File: config.mk
export PLATFORM = sky130hd
export DESIGN_NAME = format_pattern_stream_matcher
export DESIGN_NICKNAME = d
export VERILOG_FILES = /design/src/fpsm_pkg.sv /design/src/fpsm_pattern_store.sv /design/src/fpsm_match_step.sv /design/src/format_pattern_stream_matcher.sv
export SDC_FILE = /design/constraint.sdc
export NUM_CORES = 1
export LEC_CHECK = 0
export BUFFER_PORTS_ARGS = -buffer_cell sky130_fd_sc_hd__buf_2
export CORE_MARGIN = 1.5
export CORE_UTILIZATION = 45
export DETAILED_ROUTE_END_ITERATION = 8
export SETUP_SLACK_MARGIN = 0.05
export SYNTH_ARGS = -nofsm -noshare
export SYNTH_HDL_FRONTEND = slang
export SYNTH_SLANG_ARGS = --single-unit
File: constraint.sdc
create_clock -name clk -period 9.3 [get_ports clk]
set_input_delay 0.465 -clock clk [delete_from_list [all_inputs] [get_ports clk]]
set_output_delay 0.465 -clock clk [all_outputs]
set_load 0.02 [all_outputs]
File: src/fpsm_pkg.sv
// shared types, constants and character classes for the format pattern matcher
package fpsm_pkg;

  localparam int PATTERN_BYTES_DEF = 32;
  localparam int CFG_WORDS         = 4;
  localparam int CFG_IDX_W         = 2;
  localparam int CFG_DATA_W        = 64;
  localparam int POS_W             = 6;
  localparam int COUNT_W           = 16;
  localparam int WIN_BYTES         = 3;

  // status codes
  localparam logic [1:0] ST_PENDING  = 2'd0;
  localparam logic [1:0] ST_MATCH    = 2'd1;
  localparam logic [1:0] ST_MISMATCH = 2'd2;
  localparam logic [1:0] ST_FMTERR   = 2'd3;

  // class codes
  localparam logic [1:0] CLS_LITERAL = 2'd0;
  localparam logic [1:0] CLS_DIGIT   = 2'd1;
  localparam logic [1:0] CLS_ALNUM   = 2'd2;
  localparam logic [1:0] CLS_HEX     = 2'd3;

  localparam logic [7:0] CH_U   = 8'h75;
  localparam logic [7:0] CH_S   = 8'h73;
  localparam logic [7:0] CH_X   = 8'h78;
  localparam logic [7:0] CH_PCT = 8'h25;

  typedef struct packed {
    logic [POS_W-1:0]   pos;
    logic [1:0]         cls;
    logic               seen;
    logic [COUNT_W-1:0] count;
  } match_state_t;

  function automatic logic in_class(input logic [1:0] cls, input logic [7:0] b);
    logic dig;
    logic low;
    logic up;
    logic hex;
    dig = (b >= 8'h30) && (b <= 8'h39);
    low = (b >= 8'h61) && (b <= 8'h7a);
    up  = (b >= 8'h41) && (b <= 8'h5a);
    hex = ((b >= 8'h61) && (b <= 8'h66)) || ((b >= 8'h41) && (b <= 8'h46));
    case (cls)
      CLS_DIGIT: in_class = dig;
      CLS_ALNUM: in_class = dig || low || up;
      CLS_HEX:   in_class = dig || hex;
      default:   in_class = 1'b0;
    endcase
  endfunction

endpackage

File: src/fpsm_pattern_store.sv
// pattern register file and three-byte lookup window at the current position
module fpsm_pattern_store
  import fpsm_pkg::*;
#(
  parameter int PATTERN_BYTES = PATTERN_BYTES_DEF
) (
  input  logic                    clk,
  input  logic                    rst,
  input  logic                    cfg_we,
  input  logic [CFG_IDX_W-1:0]    cfg_index,
  input  logic [CFG_DATA_W-1:0]   cfg_data,
  input  logic [POS_W-1:0]        pos,
  output logic [WIN_BYTES*8-1:0]  window
);

  localparam int PAT_W = PATTERN_BYTES * 8;

  logic [PAT_W-1:0]               pattern;
  logic [PAT_W+WIN_BYTES*8-1:0]   padded;
  logic [PAT_W+WIN_BYTES*8-1:0]   shifted;

  // each write lands in the eight bytes of its word that exist
  always_ff @(posedge clk) begin
    if (rst) begin
      pattern <= '0;
    end else if (cfg_we) begin
      for (int i = 0; i < PATTERN_BYTES; i++) begin
        if (cfg_index == CFG_IDX_W'(i / 8)) begin
          pattern[i*8 +: 8] <= cfg_data[(i % 8)*8 +: 8];
        end
      end
    end
  end

  // bytes past the end read as zero
  assign padded  = {{(WIN_BYTES*8){1'b0}}, pattern};
  assign shifted = padded >> {pos, 3'b000};
  assign window  = shifted[WIN_BYTES*8-1:0];

endmodule

File: src/fpsm_match_step.sv
// per-byte match decision and next matcher state
module fpsm_match_step
  import fpsm_pkg::*;
(
  input  match_state_t            cur,
  input  logic                    restart,
  input  logic [7:0]              byte_req,
  input  logic [WIN_BYTES*8-1:0]  window,
  output logic [1:0]              status,
  output logic [COUNT_W-1:0]      match_length,
  output match_state_t            nxt
);

  match_state_t s;
  logic [7:0]   w0;
  logic [7:0]   w1;
  logic [7:0]   w2;
  logic [COUNT_W-1:0] cnt_inc;
  logic         fall;
  logic [1:0]   new_cls;

  always_comb begin
    s = restart ? '0 : cur;
    w0 = window[7:0];
    w1 = window[15:8];
    w2 = window[23:16];
    cnt_inc = (s.count == '1) ? s.count : s.count + COUNT_W'(1);
    status = ST_PENDING;
    fall = 1'b0;
    new_cls = CLS_LITERAL;
    case (w1)
      CH_U:    new_cls = CLS_DIGIT;
      CH_S:    new_cls = CLS_ALNUM;
      CH_X:    new_cls = CLS_HEX;
      default: new_cls = CLS_LITERAL;
    endcase

    if (s.cls != CLS_LITERAL) begin
      if (in_class(s.cls, byte_req)) begin
        s.count = cnt_inc;
        s.seen  = 1'b1;
        status  = (w0 == 8'h00) ? ST_MATCH : ST_PENDING;
      end else if (!s.seen) begin
        status = ST_MISMATCH;
      end else begin
        s.cls  = CLS_LITERAL;
        s.seen = 1'b0;
        fall   = 1'b1;
      end
    end else begin
      fall = 1'b1;
    end

    if (fall) begin
      if (w0 == 8'h00) begin
        status = ST_MATCH;
      end else if (w0 == CH_PCT) begin
        if (new_cls != CLS_LITERAL) begin
          s.cls = new_cls;
          s.pos = s.pos + POS_W'(2);
          if (!in_class(new_cls, byte_req)) begin
            status = ST_MISMATCH;
          end else begin
            s.count = cnt_inc;
            s.seen  = 1'b1;
            status  = (w2 == 8'h00) ? ST_MATCH : ST_PENDING;
          end
        end else if (w1 != CH_PCT) begin
          status = ST_FMTERR;
        end else if (byte_req != CH_PCT) begin
          status = ST_MISMATCH;
        end else begin
          // escaped percent sign consumes two pattern bytes
          s.pos   = s.pos + POS_W'(2);
          s.count = cnt_inc;
          status  = (w2 == 8'h00) ? ST_MATCH : ST_PENDING;
        end
      end else if (w0 != byte_req) begin
        status = ST_MISMATCH;
      end else begin
        s.pos   = s.pos + POS_W'(1);
        s.count = cnt_inc;
        status  = (w1 == 8'h00) ? ST_MATCH : ST_PENDING;
      end
    end

    match_length = (status == ST_MATCH) ? s.count : '0;
    nxt = (status == ST_PENDING) ? s : '0;
  end

endmodule

File: src/format_pattern_stream_matcher.sv
// top level of the streaming format pattern matcher
//
// usage: received bytes enter on the s_ stream, one byte per transfer, with
// s_tuser set on the byte that abandons the current attempt and starts anew.
// every byte gives exactly one result transfer on the m_ stream carrying a
// status (pending, match, mismatch, format error) and the match length, which
// is nonzero only for a match. a final status returns the matcher to the
// pattern start for the next byte.
// the pattern is loaded through cfg_we/cfg_index/cfg_data, one 64-bit word
// of eight pattern bytes per write; the user must load it only while the
// stream is idle, which the block itself does not enforce. the input register
// loads at the transfer; the result register loads from it when the held byte
// moves on, which a stall can delay. throughput: one byte per cycle while
// m_tready stays high, set by the single compare step between the two registers.
// stall: when m_tready is low the result register holds, the input register
// still takes one more byte, then s_tready drops until the result is taken.
// reset (rst, synchronous) clears the pattern, the match state and both
// register valids.
module format_pattern_stream_matcher
  import fpsm_pkg::*;
#(
  parameter int PATTERN_BYTES = PATTERN_BYTES_DEF
) (
  input  logic                  clk,
  input  logic                  rst,
  // configuration write port
  input  logic                  cfg_we,
  input  logic [CFG_IDX_W-1:0]  cfg_index,
  input  logic [CFG_DATA_W-1:0] cfg_data,
  // input stream
  input  logic                  s_tvalid,
  output logic                  s_tready,
  input  logic [7:0]            s_tdata,   // [7:0] byte_req
  input  logic                  s_tuser,   // [0] restart
  // result stream
  output logic                  m_tvalid,
  input  logic                  m_tready,
  output logic [23:0]           m_tdata    // [1:0] status, [17:2] match_length, zero pad
);

  // input register
  logic                  in_vld;
  logic [7:0]            in_byte;
  logic                  in_restart;

  // result register
  logic                  out_vld;
  logic [1:0]            out_status;
  logic [COUNT_W-1:0]    out_len;

  // matcher state
  match_state_t          st;
  match_state_t          st_next;

  logic [WIN_BYTES*8-1:0] window;
  logic [1:0]             res_status;
  logic [COUNT_W-1:0]     res_len;
  logic                   proc_fire;
  logic                   in_fire;

  // the held byte moves on when the result register is empty or being drained
  assign proc_fire = in_vld && (!out_vld || m_tready);
  assign s_tready  = !in_vld || proc_fire;
  assign in_fire   = s_tvalid && s_tready;

  fpsm_pattern_store #(
    .PATTERN_BYTES(PATTERN_BYTES)
  ) u_store (
    .clk       (clk),
    .rst       (rst),
    .cfg_we    (cfg_we),
    .cfg_index (cfg_index),
    .cfg_data  (cfg_data),
    .pos       (in_restart ? '0 : st.pos),
    .window    (window)
  );

  fpsm_match_step u_step (
    .cur          (st),
    .restart      (in_restart),
    .byte_req     (in_byte),
    .window       (window),
    .status       (res_status),
    .match_length (res_len),
    .nxt          (st_next)
  );

  always_ff @(posedge clk) begin
    if (rst) begin
      in_vld <= 1'b0;
    end else if (in_fire) begin
      in_vld <= 1'b1;
    end else if (proc_fire) begin
      in_vld <= 1'b0;
    end
  end

  always_ff @(posedge clk) begin
    if (in_fire) begin
      in_byte    <= s_tdata;
      in_restart <= s_tuser;
    end
  end

  always_ff @(posedge clk) begin
    if (rst) begin
      out_vld <= 1'b0;
      st      <= '0;
    end else begin
      if (proc_fire) begin
        out_vld <= 1'b1;
        st      <= st_next;
      end else if (m_tready) begin
        out_vld <= 1'b0;
      end
    end
  end

  always_ff @(posedge clk) begin
    if (proc_fire) begin
      out_status <= res_status;
      out_len    <= res_len;
    end
  end

  assign m_tvalid = out_vld;
  assign m_tdata  = {6'b0, out_len, out_status};

  // a final status always sends the matcher back to the pattern start
  a_final_clears: assert property (@(posedge clk) disable iff (rst)
    proc_fire && (res_status != ST_PENDING) |=> (st.pos == '0) && (st.count == '0))
    else $error("state not cleared after final status");

  // only a match carries a length
  a_len_only_match: assert property (@(posedge clk) disable iff (rst)
    out_vld && (out_len != '0) |-> (out_status == ST_MATCH))
    else $error("length reported without match");

  // a held byte is never overwritten before it is processed
  a_in_hold: assert property (@(posedge clk) disable iff (rst)
    in_vld && !proc_fire |=> in_vld && $stable(in_byte) && $stable(in_restart))
    else $error("input register overwritten");

  // while an attempt continues, the consumed count never drops
  a_count_mono: assert property (@(posedge clk) disable iff (rst)
    proc_fire && (res_status == ST_PENDING) && !in_restart |=> st.count >= $past(st.count))
    else $error("match count decreased");

endmodule
==> results.ini <==
[worst_setup_path]
critPathCaptureType=register
required_ps=9780
critical_path.max_fanout=57
crit_path_start_kind=register
cp.arrival_ps=6500
path_class=reg -> reg

[synth]
synth_top_area_cell=dfxtp_1
synth_top_cell_area_share_pct=30.4
seq_area_frac_synth_pct=34.8
synth-async-reset-ratio_pct=0
synth_top_cells_by_area=dfxtp_1, nand2_1, a21oi_1
synth.most_common_cell=nand2_1
synth_top_flop_cell=dfxtp_1
ys.warnings.count=0
syn_area_um2=18600
synth-edff-count=27
syn_area_per_cell_um2=7.90
synth_cells=2356
ys_seq_elements=310
synth_common_cells=nand2_1, a21oi_1, dfxtp_1
synth_cell_type_count=117

[sta]
finClkSkew_ps=17.7
finalMaxSlewViolations=0
min_period_ps=6030
fin_crit_sh_pct=64.8
setup_viol=0
relSlewSlack_pct=26.1
rsz0062_at_grt=no
tightest_slew_ps=1110
fmax_ghz=0.166
fin_setup_tns_ps=0
hold_viol=0

[global_route]
overflow=0
antenna_found_initial=6
grt_usage_pct=40.6
grt_pass1_vias=17100
grt_pass1_wl_mm=123
grt_max_degree=158

[drt]
vias=18800
detail-route-antenna-nets=0
wl_per_cell_um=30.4
wl_mm=87.7
dr_wl_met3_mm=8.97
wirelength_met1_mm=37.2
avgViaCountPerCell=6.51
top_layer_used=met5
firstDrtPassIters=6
post-route-drc-count=0
wl_met2_mm=36.4
first_iter_violations=2586

[clocking]
htree_levels=1
cts_tree=yes
cts_resized=0
cts.sinks=310
cts_buffer_depth=3
clock_latency_ps=580
cts_buffers=31
root_buffer=clkbuf_16
cts_setup_buffers=0
hold_buffers=0
clk_pin_slew_ps=70

[die]
fp-row-count=74
ios=106
start_util_pct=45.6
die-area_um2=42600
die_w_um=206
core_area_um2=40800
die_h_um=206

[placed_design]
portBuffers=99
place.gp.congestion=1.04
dp.final_hpwl_mm=65.5
postPlaceCellArea_um2=18900

[power_and_ir_drop]
peakVddDrop_uv=162
leakage_nw=6.38
p_total_mw=3.03
p_per_area_nw_per_um2=153

[layout]
fin_area_um2=19900
drive_gt1_share_pct=11.7
areaGrowthSynthToFinish_pct=6.77
final_core_util_pct=48.7
layout.nets=2413

[min_path]
holdCritPathClass=in -> reg

[flow_run]
max-cap-violations=0

[status]
status=finished clean

==> cell type report <==
class	count	area, µm²
diodes	1	2.50
clock buffers	35	812
clock inverters	22	216
fillers	3984	21000
inverters	24	90.1
multi-input cells	1832	10800
flip-flops and latches	310	6480
well taps	532	666
repair buffers	131	769
==> cells in the final DEF (no fill, tap or decap), drive strengths merged, types with 10 or more instances in the layout <==
| master | Yosys | layout |
|---|---|---|
| or2 | 14 | 14 |
| clkbuf | 104 | 36 |
| or3 | 15 | 15 |
| o211ai | 19 | 19 |
| nor3b | 24 | 24 |
| a31oi | 14 | 14 |
| and3 | 11 | 11 |
| a211oi | 19 | 19 |
| o2111ai | 14 | 14 |
| nand3 | 39 | 39 |
| o21bai | 17 | 17 |
| nor2 | 82 | 82 |
| a221oi | 19 | 19 |
| o21ai | 59 | 59 |
| xnor2 | 10 | 10 |
| o22ai | 37 | 37 |
| a2bb2oi | 12 | 12 |
| nor2b | 17 | 17 |
| nand4 | 17 | 17 |
| clkinv | 0 | 16 |
| inv | 24 | 24 |
| or4 | 14 | 14 |
| nor3 | 37 | 37 |
| buf | 90 | 130 |
| mux2i | 139 | 139 |
| nor4 | 36 | 36 |
| edfxtp | 27 | 27 |
| a21oi | 318 | 318 |
| nand2 | 605 | 605 |
| dfxtp | 283 | 283 |
| o221ai | 14 | 14 |
| mux2 | 22 | 22 |
| nand2b | 29 | 29 |
| a22oi | 32 | 32 |
==> cell families after synthesis <==
logic type / Yosys count / share of synthesized area, %
muxes: 170 / 9.91
other: 1 / 0.0201
AOI/OAI and AO/OA: 649 / 22.2
and+or+nand+nor: 987 / 24.8
DFF: 310 / 34.8
adders and majority gates: 3 / 0.202
buffers and inverters: 219 / 7.25
xor gates and xnor gates: 17 / 0.800
==> final timing paths <==
check                                         start                    to  slack [ps]  cells after the start
worst min register to register   st[1]$_SDFFE_PP0P_    st[1]$_SDFFE_PP0P_         450                      2
worst min-delay path                     s_tdata[1]  in_byte[1]$_DFFE_PP_          60                      1
worst max-delay path            st[20]$_SDFFE_PP0P_    st[6]$_SDFFE_PP0P_        3270                     13
worst max register to register  st[20]$_SDFFE_PP0P_    st[6]$_SDFFE_PP0P_        3270                     13
==> per-layer routing <==
layer  global-route usage (%)  up-vias
met5                     1.43        -
met4                     20.2        4
met2                     58.9     1041
met3                     9.71      210
li1                         -     8427
met1                     55.7     9123
==> stage by stage <==
stage	worst slack [ps]	instances	hold WS, ps
after floorplan	5540	2361	417
after global placement	3490	2829	428
after detailed placement	3390	2829	439
after CTS	3390	2886	35.4
after global routing	2990	2887	47.0
final	3270	2887	63.9
==> worst max-delay path, cell delays in order, from the launching register on <==
cell and delay [ps]:
dfxtp_2 810, buf_4 710, or3b_1 680, o22ai_1 180, or4_1 440, o2111ai_1 290, xor2_1 130, nor4_1 300
nor4b_4 490, o22ai_1 150, and2_4 200, nor4_4 880, nand2_2 260, o311ai_1 320
==> report_power, final <==
group	internal [mW]	total (mW)	switching, mW
clock	0.737	1.28	0.543
sequential	1.39	1.47	0.0838
combinational	0.0898	0.280	0.190
total	2.22	3.03	0.817
==> sequential cells by signal (all words and copies together) (netlist names) <==
signal / cells
out_status: 2
st: 25
out_len: 16
in_vld: 1
m_tvalid: 1
in_byte: 8
u_store.pattern: 256
in_restart: 1
Note: power is estimated with default switching activity, not from simulation.
